**src/ttcw_mod_add.sv**
```systemverilog
// ----------------------------------------------------------------------------
// Modular adder
// Adds two operands below MOD and folds the sum back into the range 0..MOD-1.
// ----------------------------------------------------------------------------
module ttcw_mod_add #(
  parameter int W   = 11,
  parameter int MOD = 2000
) (
  input  logic [W-1:0] a,
  input  logic [W-1:0] b,
  output logic [W-1:0] y
);

  localparam logic [W:0] MOD_X = (W+1)'(MOD);

  logic [W:0] sum;
  logic [W:0] diff;

  assign sum  = {1'b0, a} + {1'b0, b};
  assign diff = sum - MOD_X;
  assign y    = (sum >= MOD_X) ? diff[W-1:0] : sum[W-1:0];

endmodule

```
**config.mk**
```make
export PLATFORM = sky130hd
export DESIGN_NAME = ttcw_mod_add
export DESIGN_NICKNAME = d
export VERILOG_FILES = /design/src/ttcw_mod_add.sv
export SDC_FILE = /design/constraint.sdc
export NUM_CORES = 1
export LEC_CHECK = 0
export BUFFER_PORTS_ARGS = -buffer_cell sky130_fd_sc_hd__clkbuf_2
export CORE_MARGIN = 4
export CORE_UTILIZATION = 45
export DETAILED_ROUTE_END_ITERATION = 6
export MAX_ROUTING_LAYER = met4
export PLACE_DENSITY = 0.75
export SETUP_SLACK_MARGIN = 0.1
export SYNTH_ARGS = -nofsm -noshare
export SYNTH_HDL_FRONTEND = slang
export SYNTH_SLANG_ARGS = --single-unit
```
**constraint.sdc**
```tcl
create_clock -name vclk -period 7.1
set_clock_uncertainty 0.1 [all_clocks]
set_input_delay 1.42 -clock vclk [all_inputs]
set_output_delay 1.42 -clock vclk [all_outputs]
set_load 0.02 [all_outputs]
```
### After elaboration in Yosys (flattened, before gate mapping)

Index checks and enable logic that the tools add are counted.

* register bits after elaboration: 0
* input port bits: 22
* output and inout port bits: 11
* word-level logic and storage cells: 4

* add/subtract/negate cells: 2
* $lt $le $gt $ge: 1
* mux-type cells: 1

Operators with widths (count)
* $add 11x11->12: 1
* $ge 12x11->1 const B: 1
* $mux 11: 1
* $sub 11x11->11 const B: 1

### Longest topological paths before layout

Gate-level depths: netlist of the first run.

* depth after elaboration: 3
* depth in mapped cells: 14
* mapped depth without buffers: 14

### Least setup slack after synthesis of the first run

No wires, ideal clock.

* path kind: input to output
* start: input a[0]
* end: output y[5]
* data arrival time: 3863 ps
* data required time: 5580 ps
* slack: 1717 ps
* cell stages on the path: 14
* buffers on the path: 0
* cells stage by stage: ha_1 > inv_1 > fa_1 > nor2b_1 > o21ai_0 > nand2b_1 > xnor2_1 > inv_1 > ha_1 > nand2_1 > o41ai_2 > nand3_2 > o31ai_2 > mux2i_1

* cells in the longest elaborated chain, start to end: 3
* elaborated cells on any way between the ends: 4
* those cells by class: 2 x add/sub; 1 x order compare; 1 x mux

Ends and longest elaborated chain
* start, declared: line 9 `input logic [W-1:0] a,`
* $add 11x11->12 *: line 19 `assign sum = {1'b0, a} + {1'b0, b};`
* $sub 11x11->11 or $ge 12x11->1 (tied branches): line 20, 21
* $mux 11 *: line 21 `assign y = (sum >= MOD_X) ? diff[W-1:0] : sum[W-1:0];`
* end, declared: line 11 `output logic [W-1:0] y`

Every way passes the cells marked *; elsewhere a longest branch is shown, timed or not.

### Final worst setup path of the first run

Ends and elaborated chain as after synthesis.

==> qor.csv, run 1 <==
metric,value,unit
powerDensity,144,mW/mm^2
dr.pass1.iters,4,
p_seq_frac,0,
worst_slew_pin_slew,0.490,ns
track_usage,0.171,
avgRoutedWirePerCell,12.9,um
initial_utilization,0.474,
grt_max_degree,7,
drive_above_1_share,0.292,
final_cells,169,
power_switching,0.0879,mW
cap_violations,0,
cts_setup_buffers,0,
hold_viol,0,
io_buffers,33,
min_period_over_period,0.795,
grt_pass1_vias,876,
antenna_found_initial,0,
peakVddDrop,69.1,uV
yosysTopAreaCellShare,0.201,
preCtsSetupSlack,1.45,ns
ys_top_cells_by_area,"ha_1 20%, nand2_1 5.1%, nand3_1 4.9%, a21o_1 4.6%, nor2_1 4.2%",
place_inst,169,
dieArea,0.00254,sq mm
dp_hpwl,1.92,mm
gp_congestion,0.853,
syn2layout_area_growth,24.3,%
outcome,"complete, no violations",
drc,0,
io_pins,33,
hold_path_class,primary input to output port,
start_kind,primary input,
pwr-share-clk,0,
period_minus_slack,5.65,ns
vias,991,
finalWorstSetupSlack,1.45,ns
synth_fp_nets,147,
detail-route-antenna-nets,0,
arrival,4.13,ns
grt_pass1_wl,3.47,mm
yosysUniqueCellTypes,39,
num_rows,15,
max_freq,177,MHz
path_class,primary input to output port,
power.internal,0.0570,mW
cp-end-kind,output port,
routed_wl,2.19,mm
vias_per_cell,5.86,
ff_latch_area,0,sq um
rsz0062_at_grt,no,
setup_viol,0,
netSwitchingFraction,0.607,
cts_resized,0,
mostFrequentLayoutCells,"33 x clkbuf_2, 13 x ha_1, 11 x nand2_1",
nClkBuffers,0,
core,0.00171,sq mm
postCtsHoldBufs,0,
tns,0,ns
slew_headroom,0.671,
maxSlewViolCount,0,
antenna-diode-count,0,
final_nets,182,
path_max_fanout,5,
die_x,50.4,um
yosysWarnings,0,
final_common_cell,clkbuf_2,
synth_cells,111,
p_leak,0.525,nW
netlist_area,810,sq um
design.seq.count,0,
grt-ovfl-total,0,
p_comb_frac,1.000,
fin_area,0.00101,sq mm
yosysTopAreaCell,ha_1,
required,5.58,ns
drt_first_iter_violations,19,
chipHeight,50.4,um
final_util,0.589,
syn_avg_cell_area,7.29,sq um
synth-seq-area-share,0,
placed_area,0.00101,sq mm
-- final cells by class --
| type | instances | area [sq um] |
|---|---|---|
| repair buffers | 33 | 165 |
| inverters | 8 | 30.0 |
| fillers | 173 | 702 |
| multi-input cells | 103 | 779 |
| well taps | 25 | 31.3 |
-- worst paths after layout --
path | start | endpoint | slack (ns) | cells after the start
setup / recovery | a[0] | y[5] | 1.45 | 16
hold / removal | b[0] | y[0] | 3.17 | 3
-- logic make-up after synthesis --
group	count (synthesis)	synth area share
AND/OR/NAND/NOR	45	0.308
AO/OA/AOI/OAI	37	0.342
adder cells (fa/ha/maj)	14	0.226
buffers and inverters	8	0.0371
XOR/XNOR	5	0.0634
multiplexers	2	0.0247
-- routing by layer --
layer,up-vias,GRT usage,part of all wire
li1,491,-,-
met1,456,0.211,0.42
met2,40,0.311,0.51
met3,4,0.00593,0.057
met4,0,0.0269,0.015
met5,-,-,0
-- Yosys cell counts --
cell	count
a211oi_2	2
nand2b_1	2
a2111oi_1	1
a22oi_1	1
nor2_1	9
or2_2	1
nand4b_4	1
xnor2_1	3
o21ai_1	1
o22ai_1	1
o21ai_0	5
nand2_1	11
mux2i_1	2
o21a_1	1
nand3_2	2
nand4b_1	1
inv_1	8
a211oi_1	1
and3_1	1
o31ai_2	1
a21oi_1	6
fa_1	1
nor3_1	2
and2_1	3
or3_1	2
and3b_1	1
xor2_1	1
xnor2_2	1
o31a_1	1
a21o_1	5
o41ai_2	1
nand3_1	8
o311ai_1	2
a22o_1	1
a211o_1	2
o211ai_1	2
a31oi_1	3
ha_1	13
nor2b_1	1
-- metrics by stage --
stage	hold WS (ns)	total power [mW]
after global placement	3.13	0.141
after floorplan	2.97	0.107
final	3.17	0.145
after global routing	3.19	0.160
after CTS	3.18	0.145
after detailed placement	3.18	0.145
-- power by group through the flow --
stage / Sequential [mW] / Combinational [mW] / Clock [mW]
after floorplan: 0 / 0.107 / 0
after global placement: 0 / 0.141 / 0
after detailed placement: 0 / 0.145 / 0
after CTS: 0 / 0.145 / 0
after global routing: 0 / 0.160 / 0
final: 0 / 0.145 / 0
-- critical path, cell delays in order --
cell	delay, ns
clkbuf_2	0.08
ha_1	0.18
inv_1	0.06
fa_1	0.41
nor2b_1	0.17
o21ai_0	0.10
nand2b_1	0.09
xnor2_1	0.16
inv_1	0.10
ha_1	0.14
nand2_1	0.06
o41ai_2	0.23
nand3_2	0.16
o31ai_2	0.36
mux2i_1	0.22
clkbuf_2	0.18
Note: power is estimated with default switching activity, not from simulation.
==> run 2, diff against run 1 <==
Settings changed: PLACE_DENSITY 0.75 to 0.78.
Clock period 7.1 ns to 4.9 ns, I/O delays scaled along.
==> qor.csv, run 2 (synthesis gave the netlist of run 1 again) <==
metric,value,unit,change
initial_utilization,0.474,,unchanged
nClkBuffers,0,,unchanged
grt-ovfl-total,0,,unchanged
io_buffers,33,,unchanged
avgRoutedWirePerCell,13.2,um,+2.1%
dp_hpwl,1.83,mm,-4.8%
mostFrequentLayoutCells,"31 x clkbuf_2, 12 x ha_1, 11 x nand2_1",,
hold_viol,0,,unchanged
core,0.00171,sq mm,unchanged
hold_path_class,primary input to output port,,
final_nets,189,,+3.8%
required,3.82,ns,-1.76 ns
cap_violations,0,,unchanged
dr.pass1.iters,4,,unchanged
tns,0,ns,unchanged
design.seq.count,0,,unchanged
antenna_found_initial,0,,unchanged
drc,0,,unchanged
critPathMaxStageDelay,0.37,ns,-0.04 ns
path_max_fanout,5,,unchanged
slew_headroom,0.613,,-0.0582
crit_chain,clkbuf_2 > ha_4 > inv_2 > fa_2 > nor2b_2 > o21ai_1 > nand2b_1 > xnor2_2 > inv_1 > ha_1 > nand2_1 > o41ai_2 > nand3_2 > o31ai_4 > mux2i_1 > buf_4,,
maxSlewViolCount,0,,unchanged
powerDensity,212,mW/mm^2,+48%
final_common_cell,clkbuf_2,,
critical-path-slowest-cell,o41ai_2,,
ff_latch_area,0,sq um,unchanged
outcome,"complete, no violations",,
vias_per_cell,5.70,,-2.7%
holdWs,2.24,ns,-0.923 ns
grt_pass1_vias,935,,+6.7%
gp_congestion,0.871,,+2.1%
drive_above_1_share,0.377,,+0.0858
setup_viol,0,,unchanged
track_usage,0.179,,+0.00884
start_kind,primary input,,
num_rows,15,,unchanged
drt_first_iter_violations,24,,+5
cp-end-kind,output port,,
peakVddDrop,93.9,uV,+36%
io_pins,33,,unchanged
arrival,3.54,ns,-0.59 ns
routed_wl,2.32,mm,+6.4%
dieArea,0.00254,sq mm,unchanged
rsz0062_at_grt,no,,
min_period_over_period,0.943,,
postCtsHoldBufs,0,,unchanged
die_x,50.4,um,unchanged
grt_max_degree,7,,unchanged
power,0.238,mW,+64%
antenna-diode-count,0,,unchanged
max_freq,216,MHz,
chipHeight,50.4,um,unchanged
p_leak,0.570,nW,+8.6%
vias,1004,,+1.3%
path_class,primary input to output port,,
worst_slew_pin_slew,0.580,ns,+0.0898 ns
grt_pass1_wl,3.71,mm,+6.8%
period_minus_slack,4.62,ns,
syn2layout_area_growth,38.5,%,
detail-route-antenna-nets,0,,unchanged
## run 2: cell types whose count changed in the layout (fill, tap and decap cells not counted), sizes merged
cell	delta
clkbuf	-2
buf	+9
## run 2: area by class of cell
cell class	instances	area (sq um)
timing repair buffer	40	220
tap	25	31.3
multi-input combinational	103	840
inverter	8	30.0
fill	158	587
## run 2: metal layers
layer | wire length [um] | vias to the layer above | GRT usage
met1 | 977 | 451 | 0.210
li1 | - | 508 | -
met2 | 1170 | 41 | 0.343
met4 | 38 | 0 | 0.0135
met3 | 136 | 4 | 0.0148
met5 | 0 | - | -
## run 2: what timing repair did
item / CTS / global route
resized for setup: 0 / 17
endpoints found under the setup margin: 0 / 4
buffers inserted: 0 / 7
## run 2: metrics by stage
stage	cell area, sq um	setup WS, ns	utilization	instances
after global routing	1120	0.0982	0.656	176
after CTS	1010	0.110	0.589	169
after detailed placement	1010	0.129	0.589	169
after global placement	1010	0.232	0.589	169
final	1120	0.281	0.656	176
after floorplan	810	0.397	-	111
## run 2: worst paths after layout
check / slack [ns] / to / cells after the start / start
worst max-delay path: 0.28 / y[5] / 16 / b[0]
worst min-delay path: 2.24 / y[0] / 3 / a[0]
## run 2: critical path, delay by kind of cell
| kind | cells | cell delay, ns |
|---|---|---|
| AO/OA/AOI/OAI | 3 | 0.72 |
| XOR/XNOR | 1 | 0.12 |
| adder cells (fa/ha/maj) | 3 | 0.63 |
| multiplexers | 1 | 0.21 |
| AND/OR/NAND/NOR | 4 | 0.53 |
| buffers and inverters | 4 | 0.37 |
## run 2: power breakdown
| group | switching (mW) | internal [mW] |
|---|---|---|
| clock network | 0 | 0 |
| registers | 0 | 0 |
| logic | 0.140 | 0.0984 |
